### config.mk
export PLATFORM = sky130hd
export DESIGN_NAME = multi_channel_mailbox_table_top
export DESIGN_NICKNAME = d
export VERILOG_FILES = /design/src/rtl/core/mcmt_pkg.sv /design/src/rtl/core/multi_channel_mailbox_table_top.sv /design/src/rtl/core/mcmt_front.sv /design/src/rtl/core/mcmt_queue.sv /design/src/rtl/core/mcmt_back.sv
export SDC_FILE = /design/constraint.sdc
export NUM_CORES = 2
export LEC_CHECK = 0
export BUFFER_PORTS_ARGS = -buffer_cell sky130_fd_sc_hd__buf_2
export CAP_MARGIN = 30
export CORE_MARGIN = 4
export CORE_UTILIZATION = 35
export CTS_CLUSTER_SIZE = 24
export DETAILED_ROUTE_END_ITERATION = 16
export PLACE_DENSITY = 0.52
export SYNTH_ARGS = -nofsm -noshare
export SYNTH_HDL_FRONTEND = slang
export SYNTH_MEMORY_MAX_BITS = 65536
export SYNTH_SLANG_ARGS = --single-unit
export TNS_END_PERCENT = 10
### constraint.sdc
create_clock -name clk -period 5.11 [get_ports clk]
set_input_delay 0.2555 -clock clk [delete_from_list [all_inputs] [get_ports clk]]
set_output_delay 0.2555 -clock clk [all_outputs]
set_load 0.005 [all_outputs]
### src/rtl/core/mcmt_pkg.sv
`timescale 1ns / 1ps
`default_nettype none
package mcmt_pkg;

  localparam int NUM_CHANNELS = 16;
  localparam int QUEUE_DEPTH  = 8;
  localparam int WORD_BITS    = 32;

  localparam int ID_W   = 8;
  localparam int MSG_W  = 32;
  localparam int CHAN_W = 4;
  localparam int CH_W   = $clog2(NUM_CHANNELS);
  localparam int PTR_W  = $clog2(QUEUE_DEPTH);
  localparam int FILL_W = $clog2(QUEUE_DEPTH + 1);
  localparam int MEM_DEPTH = NUM_CHANNELS * QUEUE_DEPTH;
  localparam int ADDR_W = $clog2(MEM_DEPTH);

  // request queue between front and back
  localparam int Q_DEPTH = 2;
  localparam int QP_W    = $clog2(Q_DEPTH);
  localparam int QC_W    = $clog2(Q_DEPTH + 1);

  typedef enum logic [1:0] {
    OP_ALLOC = 2'd0,
    OP_SEND  = 2'd1,
    OP_RECV  = 2'd2,
    OP_FREE  = 2'd3
  } op_t;

  typedef enum logic [2:0] {
    ST_OK      = 3'd0,
    ST_NOFREE  = 3'd1,
    ST_BADID   = 3'd2,
    ST_NOTLIVE = 3'd3,
    ST_FULL    = 3'd4,
    ST_EMPTY   = 3'd5
  } status_t;

  typedef struct packed {
    op_t              op;
    logic             bad_id;
    logic [ID_W-1:0]  id;
    logic [MSG_W-1:0] word;
  } req_t;

endpackage
`default_nettype wire

### src/rtl/core/multi_channel_mailbox_table_top.sv
`timescale 1ns / 1ps
`default_nettype none
// mailbox table: 16 channels, each with a live flag and an 8-word ring
// request channel: req_valid/req_stall with mode, chan_id and msg_word;
//   mode 0 allocates the lowest free channel, 1 sends msg_word, 2 receives
//   the oldest word, 3 frees the channel and drops its queued words
// response channel: rsp_valid/rsp_stall with ok, status, chan_out, msg_out;
//   exactly one response word per request word, in request order
// the back takes no new request word until it is done with the last: its
//   execute step updates the channel table and reads the message memory,
//   and a response state then loads the response register
// a front stage and a 2-entry queue take requests while the back waits
// on a stalled response; req_stall rises once the queue and front are full
// reset: all channels not live, pointers and fill levels zero; takes effect
//   at once, no clearing pass; message memory is not cleared
// a stalled response holds steady until taken
module multi_channel_mailbox_table_top (
  input  wire logic                         clk,
  input  wire logic                         rst,
  input  wire logic                         req_valid,
  output logic                              req_stall,
  input  wire logic [1:0]                   mode,
  input  wire logic [mcmt_pkg::ID_W-1:0]    chan_id,
  input  wire logic [mcmt_pkg::MSG_W-1:0]   msg_word,
  output logic                              rsp_valid,
  input  wire logic                         rsp_stall,
  output logic                              ok,
  output logic [2:0]                        status,
  output logic [mcmt_pkg::CHAN_W-1:0]       chan_out,
  output logic [mcmt_pkg::MSG_W-1:0]        msg_out
);
  import mcmt_pkg::*;

  logic push;
  req_t push_req;
  logic q_full;
  logic pop;
  logic q_valid;
  req_t q_req;

  mcmt_front u_front (
    .clk       (clk),
    .rst       (rst),
    .req_valid (req_valid),
    .req_stall (req_stall),
    .mode      (mode),
    .chan_id   (chan_id),
    .msg_word  (msg_word),
    .push      (push),
    .push_req  (push_req),
    .q_full    (q_full)
  );

  mcmt_queue u_queue (
    .clk      (clk),
    .rst      (rst),
    .push     (push),
    .push_req (push_req),
    .full     (q_full),
    .pop      (pop),
    .q_valid  (q_valid),
    .q_req    (q_req)
  );

  mcmt_back u_back (
    .clk       (clk),
    .rst       (rst),
    .q_valid   (q_valid),
    .q_req     (q_req),
    .pop       (pop),
    .rsp_valid (rsp_valid),
    .rsp_stall (rsp_stall),
    .ok        (ok),
    .status    (status),
    .chan_out  (chan_out),
    .msg_out   (msg_out)
  );

endmodule
`default_nettype wire

### src/rtl/core/mcmt_front.sv
`timescale 1ns / 1ps
`default_nettype none
module mcmt_front (
  input  wire logic                     clk,
  input  wire logic                     rst,
  input  wire logic                     req_valid,
  output logic                          req_stall,
  input  wire logic [1:0]               mode,
  input  wire logic [mcmt_pkg::ID_W-1:0]  chan_id,
  input  wire logic [mcmt_pkg::MSG_W-1:0] msg_word,
  output logic                          push,
  output mcmt_pkg::req_t                push_req,
  input  wire logic                     q_full
);
  import mcmt_pkg::*;

  logic stg_valid;
  req_t stg_req;
  req_t cls_req;
  logic accept;

  always_comb begin
    cls_req.op     = op_t'(mode);
    cls_req.bad_id = (chan_id >= ID_W'(NUM_CHANNELS));
    cls_req.id     = chan_id;
    cls_req.word   = msg_word;
  end

  assign push      = stg_valid && !q_full;
  assign req_stall = stg_valid && q_full;
  assign accept    = req_valid && !req_stall;
  assign push_req  = stg_req;

  always_ff @(posedge clk) begin
    if (rst) begin
      stg_valid <= 1'b0;
    end else if (accept) begin
      stg_valid <= 1'b1;
    end else if (push) begin
      stg_valid <= 1'b0;
    end
  end

  always_ff @(posedge clk) begin
    if (accept) begin
      stg_req <= cls_req;
    end
  end

endmodule
`default_nettype wire

### src/rtl/core/mcmt_queue.sv
`timescale 1ns / 1ps
`default_nettype none
module mcmt_queue (
  input  wire logic           clk,
  input  wire logic           rst,
  input  wire logic           push,
  input  wire mcmt_pkg::req_t push_req,
  output logic                full,
  input  wire logic           pop,
  output logic                q_valid,
  output mcmt_pkg::req_t      q_req
);
  import mcmt_pkg::*;

  req_t            slot [Q_DEPTH];
  logic [QP_W-1:0] wr_ptr;
  logic [QP_W-1:0] rd_ptr;
  logic [QC_W-1:0] count;
  logic            do_push;
  logic            do_pop;

  assign full    = (count == QC_W'(Q_DEPTH));
  assign q_valid = (count != '0);
  assign q_req   = slot[rd_ptr];
  assign do_push = push && !full;
  assign do_pop  = pop && q_valid;

  always_ff @(posedge clk) begin
    if (rst) begin
      wr_ptr <= '0;
      rd_ptr <= '0;
      count  <= '0;
    end else begin
      if (do_push) begin
        wr_ptr <= (wr_ptr == QP_W'(Q_DEPTH - 1)) ? '0 : wr_ptr + 1'b1;
      end
      if (do_pop) begin
        rd_ptr <= (rd_ptr == QP_W'(Q_DEPTH - 1)) ? '0 : rd_ptr + 1'b1;
      end
      if (do_push && !do_pop) begin
        count <= count + 1'b1;
      end else if (do_pop && !do_push) begin
        count <= count - 1'b1;
      end
    end
  end

  always_ff @(posedge clk) begin
    if (do_push) begin
      slot[wr_ptr] <= push_req;
    end
  end

endmodule
`default_nettype wire

### src/rtl/core/mcmt_back.sv
`timescale 1ns / 1ps
`default_nettype none
module mcmt_back (
  input  wire logic                         clk,
  input  wire logic                         rst,
  input  wire logic                         q_valid,
  input  wire mcmt_pkg::req_t               q_req,
  output logic                              pop,
  output logic                              rsp_valid,
  input  wire logic                         rsp_stall,
  output logic                              ok,
  output logic [2:0]                        status,
  output logic [mcmt_pkg::CHAN_W-1:0]       chan_out,
  output logic [mcmt_pkg::MSG_W-1:0]        msg_out
);
  import mcmt_pkg::*;

  typedef enum logic {B_IDLE, B_RESP} bstate_t;

  bstate_t state;

  logic [NUM_CHANNELS-1:0] live;
  logic [PTR_W-1:0]        rd_ptr [NUM_CHANNELS];
  logic [PTR_W-1:0]        wr_ptr [NUM_CHANNELS];
  logic [FILL_W-1:0]       fill   [NUM_CHANNELS];

  logic [WORD_BITS-1:0] mem [MEM_DEPTH];
  logic [WORD_BITS-1:0] rd_data;

  logic                ex;
  logic [CH_W-1:0]     idx;
  logic [CH_W-1:0]     free_idx;
  logic                any_free;
  logic [CH_W+CHAN_W-1:0] free_ext;
  status_t             ex_status;
  logic [CHAN_W-1:0]   ex_chan;
  logic                send_ok;
  logic                recv_ok;
  logic [PTR_W-1:0]    ptr_sel;
  logic [ADDR_W-1:0]   addr;
  logic [WORD_BITS+MSG_W-1:0] wr_ext;
  logic [WORD_BITS+MSG_W-1:0] rd_ext;

  status_t           r_status;
  logic [CHAN_W-1:0] r_chan;
  logic              r_rd;

  function automatic logic [PTR_W-1:0] ring_next(input logic [PTR_W-1:0] p);
    return (p == PTR_W'(QUEUE_DEPTH - 1)) ? '0 : p + 1'b1;
  endfunction

  assign ex  = (state == B_IDLE) && q_valid && (!rsp_valid || !rsp_stall);
  assign pop = ex;
  assign idx = q_req.id[CH_W-1:0];

  // lowest channel that is not live
  always_comb begin
    any_free = 1'b0;
    free_idx = '0;
    for (int c = NUM_CHANNELS - 1; c >= 0; c--) begin
      if (!live[c]) begin
        any_free = 1'b1;
        free_idx = CH_W'(c);
      end
    end
  end

  assign free_ext = {{CHAN_W{1'b0}}, free_idx};

  always_comb begin
    ex_status = ST_OK;
    ex_chan   = q_req.id[CHAN_W-1:0];
    send_ok   = 1'b0;
    recv_ok   = 1'b0;
    if (q_req.op == OP_ALLOC) begin
      if (any_free) begin
        ex_chan = free_ext[CHAN_W-1:0];
      end else begin
        ex_status = ST_NOFREE;
      end
    end else if (q_req.bad_id) begin
      ex_status = ST_BADID;
    end else if (!live[idx]) begin
      ex_status = ST_NOTLIVE;
    end else begin
      case (q_req.op)
        OP_SEND: begin
          if (fill[idx] == FILL_W'(QUEUE_DEPTH)) ex_status = ST_FULL;
          else send_ok = 1'b1;
        end
        OP_RECV: begin
          if (fill[idx] == '0) ex_status = ST_EMPTY;
          else recv_ok = 1'b1;
        end
        default: ex_status = ST_OK;
      endcase
    end
  end

  assign ptr_sel = send_ok ? wr_ptr[idx] : rd_ptr[idx];
  assign addr    = ADDR_W'(idx) * ADDR_W'(QUEUE_DEPTH) + ADDR_W'(ptr_sel);
  assign wr_ext  = {{WORD_BITS{1'b0}}, q_req.word};
  assign rd_ext  = {{MSG_W{1'b0}}, rd_data};

  // channel table
  always_ff @(posedge clk) begin
    if (rst) begin
      live <= '0;
      for (int c = 0; c < NUM_CHANNELS; c++) begin
        rd_ptr[c] <= '0;
        wr_ptr[c] <= '0;
        fill[c]   <= '0;
      end
    end else if (ex) begin
      if (q_req.op == OP_ALLOC) begin
        if (any_free) begin
          live[free_idx]   <= 1'b1;
          rd_ptr[free_idx] <= '0;
          wr_ptr[free_idx] <= '0;
          fill[free_idx]   <= '0;
        end
      end else if (ex_status == ST_OK) begin
        case (q_req.op)
          OP_SEND: begin
            wr_ptr[idx] <= ring_next(wr_ptr[idx]);
            fill[idx]   <= fill[idx] + 1'b1;
          end
          OP_RECV: begin
            rd_ptr[idx] <= ring_next(rd_ptr[idx]);
            fill[idx]   <= fill[idx] - 1'b1;
          end
          default: begin
            live[idx]   <= 1'b0;
            rd_ptr[idx] <= '0;
            wr_ptr[idx] <= '0;
            fill[idx]   <= '0;
          end
        endcase
      end
    end
  end

  always_ff @(posedge clk) begin
    if (ex && send_ok) begin
      mem[addr] <= wr_ext[WORD_BITS-1:0];
    end
    if (ex) begin
      rd_data <= mem[addr];
    end
  end

  always_ff @(posedge clk) begin
    if (rst) begin
      state     <= B_IDLE;
      rsp_valid <= 1'b0;
    end else begin
      case (state)
        B_IDLE: begin
          if (rsp_valid && !rsp_stall) begin
            rsp_valid <= 1'b0;
          end
          if (ex) begin
            r_status <= ex_status;
            r_chan   <= ex_chan;
            r_rd     <= recv_ok;
            state    <= B_RESP;
          end
        end
        B_RESP: begin
          rsp_valid <= 1'b1;
          ok        <= (r_status == ST_OK);
          status    <= r_status;
          chan_out  <= r_chan;
          msg_out   <= r_rd ? rd_ext[MSG_W-1:0] : '0;
          state     <= B_IDLE;
        end
        default: state <= B_IDLE;
      endcase
    end
  end

  // output slot is always empty when a response gets written
  a_resp_slot_free: assert property (@(posedge clk) disable iff (rst)
    state == B_RESP |-> !rsp_valid)
    else $error("response written over a pending word");

  a_resp_follows: assert property (@(posedge clk) disable iff (rst)
    state == B_RESP |=> rsp_valid && state == B_IDLE)
    else $error("response not presented after execute");

  a_fill_bound: assert property (@(posedge clk) disable iff (rst)
    ex && q_req.op != OP_ALLOC && !q_req.bad_id |-> fill[idx] <= FILL_W'(QUEUE_DEPTH))
    else $error("fill level beyond ring depth");

  a_send_fill: assert property (@(posedge clk) disable iff (rst)
    ex && send_ok |=> fill[$past(idx)] == $past(fill[idx]) + 1'b1)
    else $error("send did not raise fill level");

  a_recv_fill: assert property (@(posedge clk) disable iff (rst)
    ex && recv_ok |=> fill[$past(idx)] == $past(fill[idx]) - 1'b1)
    else $error("receive did not lower fill level");

endmodule
`default_nettype wire

==> insert_results.sql <==
INSERT INTO impl_metrics (metric_group, metric, value, unit) VALUES
('yosys', 'synth_flop_cell', 'edfxtp_1', ''),
('floorplanning', 'coreArea', '474000', 'um^2'),
('power_and_ir_drop', 'ir_drop', '324', 'uV'),
('cells_and_area', 'nets', '10600', ''),
('critical_path', 'worst-setup-path-type', 'reg2reg', ''),
('route', 'detailedRoute.firstPassIterationCount', '10', ''),
('clocking', 'worst_skew_pair.late_latency', '1030', 'ps'),
('power_and_ir_drop', 'power.switching', '33.8', 'mW'),
('grt', 'gr-usage-all-layers', '21.6', '%'),
('cells_and_area', 'final_util', '43.1', '%'),
('critical_path', 'timing.critical_path.slowest_cell_delay', '590', 'ps'),
('clocking', 'cts_tree', 'built', ''),
('yosys', 'syn-mean-instance-area', '17.9', 'um^2'),
('yosys', 'yosys.cell_types.count', '72', ''),
('outcome', 'status', 'complete, but fails checks', ''),
('grt', 'grt_antenna_before_repair', '51', ''),
('floorplanning', 'effective_utilization_at_floorplan', '35.1', '%'),
('outcome', 'failed_checks', 'negative setup slack', ''),
('cells_and_area', 'final.fill_count', '41200', ''),
('placed_design', 'gpl.final_weighted_congestion', '0.860', ''),
('cells_and_area', 'area.sequential', '134000', 'um^2'),
('placed_design', 'post-place-cells', '16200', ''),
('route', 'drt_wl_total', '550000', 'um'),
('floorplanning', 'die_area', '487000', 'um^2'),
('sta', 'final.period_utilization', '106', '%'),
('yosys', 'synth-seq-area-share', '80.6', '%'),
('critical_path', 'worst-path-buf-inv', '6', ''),
('sta', 'skew_final', '67.1', 'ps'),
('yosys', 'mapped_cells', '9301', ''),
('cells_and_area', 'post_layout_nonfiller_instances', '17200', ''),
('power_and_ir_drop', 'p_comb_share', '28.3', '%'),
('yosys', 'synth-edff-count', '4453', ''),
('route', 'vias', '100000', ''),
('cells_and_area', 'design_area', '204000', 'um^2'),
('critical_path', 'required', '5870', 'ps'),
('route', 'postRouteAntennaNets', '0', ''),
('placed_design', 'place_area', '187000', 'um^2'),
('critical_path', 'cp_slowest_cell', 'or4_1', ''),
('cells_and_area', 'multi_input_comb_area', '32900', 'um^2'),
('critical_path', 'timing.critical_path.cells', 'mux2i_4 -> buf_6 -> buf_12 -> mux4_2 -> nand2_2 -> nand4_4 -> or3_4 -> o2111ai_4 -> buf_12 -> nand2_8 -> clkbuf_16 -> buf_6 -> a2111oi_0 -> nand3_1 -> a21oi_1 -> buf_4 -> a31oi_1 -> or4_1', ''),
('power_and_ir_drop', 'clock_power_share', '30.6', '%'),
('critical_path', 'crit_path_start_kind', 'flip-flop', ''),
('clocking', 'clock_tree.buffer_depth', '4', ''),
('sta', 'worst_slack', '-328', 'ps'),
('placed_design', 'place_worst_setup_slack', '-921', 'ps'),
('critical_path', 'worst_ep_arrival_time', '6200', 'ps'),
('power_and_ir_drop', 'p_leak', '64.1', 'nW'),
('critical_path', 'crit_path_max_fanout', '8', ''),
('sta', 'timing_hold_violations_final', '0', ''),
('floorplanning', 'die_w', '698', 'um'),
('sta', 'timing.hold.ws', '80.7', 'ps'),
('critical_path', 'cp_top_family', 'simple AND/OR/NAND/NOR gates', ''),
('yosys', 'yosys_warnings', '0', ''),
('sta', 'timing.slew.headroom', '20.7', '%'),
('power_and_ir_drop', 'p_int', '71.7', 'mW'),
('power_and_ir_drop', 'switching_share', '32.0', '%'),
('placed_design', 'io_buffers', '87', ''),
('grt', 'grt-ovfl-total', '0', ''),
('sta', 'final-max-slew-violation-count', '0', ''),
('clocking', 'cts-root-buf', 'clkbuf_16', ''),
('sta', 'period_needed', '5440', 'ps'),
('yosys', 'netlist_area', '166000', 'um^2'),
('placed_design', 'place.detailed.hpwl', '327000', 'um'),
('sta', 'totalNegativeSetupSlack', '-7250', 'ps'),
('floorplanning', 'num_io_pins', '88', ''),
('cells_and_area', 'area.growth.synth_to_final', '22.7', '%'),
('floorplanning', 'std_cell_rows', '253', ''),
('floorplanning', 'floorplan.die.height', '698', 'um'),
('hold_path', 'hp-class', 'in2reg', ''),
('sta', 'grt_setup_unrepaired', 'yes', ''),
('sta', 'setup_violations', '32', '');
[registers in the layout, indices dropped and copies added (netlist names), 3 cells and up, named ones only]
register / flops
u_back.live: 16
u_front.push_req: 39
u_back.msg_out: 32
u_back.mem: 4096
u_back.chan_out: 4
u_back.r_status: 3
u_queue.slot: 78
u_back.wr_ptr: 48
u_back.rd_ptr: 48
u_back.rd_data: 32
u_back.r_chan: 4
u_back.status: 3
u_back.fill: 64
[logic make-up after synthesis]
group | share of synthesized area, %
AO/OA/AOI/OAI | 13.0
XOR/XNOR | 0.0474
adder cells (fa/ha/maj) | 0.0722
buffers and inverters | 1.62
flip-flops | 80.6
multiplexers | 1.24
AND/OR/NAND/NOR | 3.44
[Yosys cell counts (all sizes together), types with 5 or more instances]
| cell type | count | area [um^2] |
|---|---|---|
| nand2b | 42 | 263 |
| and3 | 6 | 37.5 |
| o21ai | 95 | 487 |
| a32oi | 7 | 61.3 |
| a211o | 5 | 43.8 |
| or3 | 20 | 125 |
| clkbuf | 512 | 1920 |
| nand4 | 45 | 294 |
| mux2 | 37 | 417 |
| a31o | 124 | 1090 |
| and2 | 47 | 294 |
| a21oi | 231 | 1160 |
| o311ai | 7 | 93.8 |
| edfxtp | 4453 | 134000 |
| a22oi | 967 | 7260 |
| o2111ai | 8 | 124 |
| nor4 | 63 | 409 |
| a221oi | 133 | 1160 |
| buf | 152 | 709 |
| nand2 | 92 | 348 |
| or4 | 32 | 240 |
| nand3 | 436 | 2180 |
| a211oi | 160 | 1200 |
| xnor2 | 6 | 52.6 |
| inv | 18 | 67.6 |
| mux2i | 75 | 754 |
| mux4 | 40 | 901 |
| nor2 | 364 | 1370 |
| a21boi | 320 | 2400 |
| a2111oi | 128 | 1120 |
| dfxtp | 24 | 480 |
| a31oi | 136 | 851 |
| ha | 8 | 100 |
| nor3 | 9 | 50.1 |
| a222oi | 256 | 2560 |
| a22o | 201 | 1760 |
[timing repair]
item	4_1_cts	5_1_grt
resized for setup	165	270
buffers inserted	3	32
endpoints found under the setup margin	32	34
pin swaps	11	90
cloned	4	10
hold endpoints to repair	112	0
hold buffers	81	0
[per-layer routing]
metal	GRT usage (%)	part of all wire, %	wire (um)
met3	3.66	9.0	49600
met1	29.6	40	221000
met5	0	0.014	75
met4	7.19	3.7	20600
met2	34.9	47	258000
[placed cells by master, fill, tap and decap left out, types with 42 or more instances in the layout]
cell type and n:
edfxtp_1 4453, a22oi_1 962, buf_4 935, clkbuf_16 457, nand3_1 416, buf_12 285, a21boi_0 278, a222oi_1 256
nor2_1 227, a21oi_1 207, a22o_1 201, nor2_4 137, a31o_2 123, a211oi_1 121, a221oi_1 119, a31oi_1 114
clkinv_1 98, buf_2 91, clkbuf_1 89, clkinv_2 85, dlygate4sd3_1 81, nand2_1 76, mux2i_1 72, a2111oi_2 66
o21ai_0 61, nor4_1 51, nand4_1 43, nand2b_1 42, a21boi_1 42, bufinv_16 42
[power groups by stage]
| stage | Sequential (mW) | Combinational, mW | Clock, mW |
|---|---|---|---|
| floorplan | 43.9 | 11.5 | 0 |
| global placement | 44.1 | 27.6 | 0 |
| detailed placement | 44.1 | 27.9 | 0 |
| CTS | 43.3 | 28.6 | 32.7 |
| global route | 43.3 | 31.1 | 34.2 |
| finish | 43.4 | 29.8 | 32.3 |
[path summary, 6_finish.rpt]
path	from	endpoint	slack (ps)	cells past startpoint
max	u_queue.slot[1][32]$_DFFE_PP_	u_back.rd_data[0]$_DFFE_PP_	-330	18
min	msg_word[11]	u_front.push_req[11]$_DFFE_PP_	80	2
max reg2reg	u_queue.slot[1][32]$_DFFE_PP_	u_back.rd_data[0]$_DFFE_PP_	-330	18
min reg2reg	u_back.r_chan[2]$_DFFE_PP_	u_back.chan_out[2]$_DFFE_PP_	420	0
[area by class of cell]
class | instances | share of cell area [%]
flip-flops and latches | 4477 | 65.7
clock buffers | 538 | 5.65
multi-input cells | 4143 | 16.1
repair buffers | 1443 | 7.35
inverters | 18 | 0.0331
well taps | 6247 | 3.83
clock inverters | 273 | 1.29
diodes | 31 | 0.0380
(Power assumes the default switching activity.)
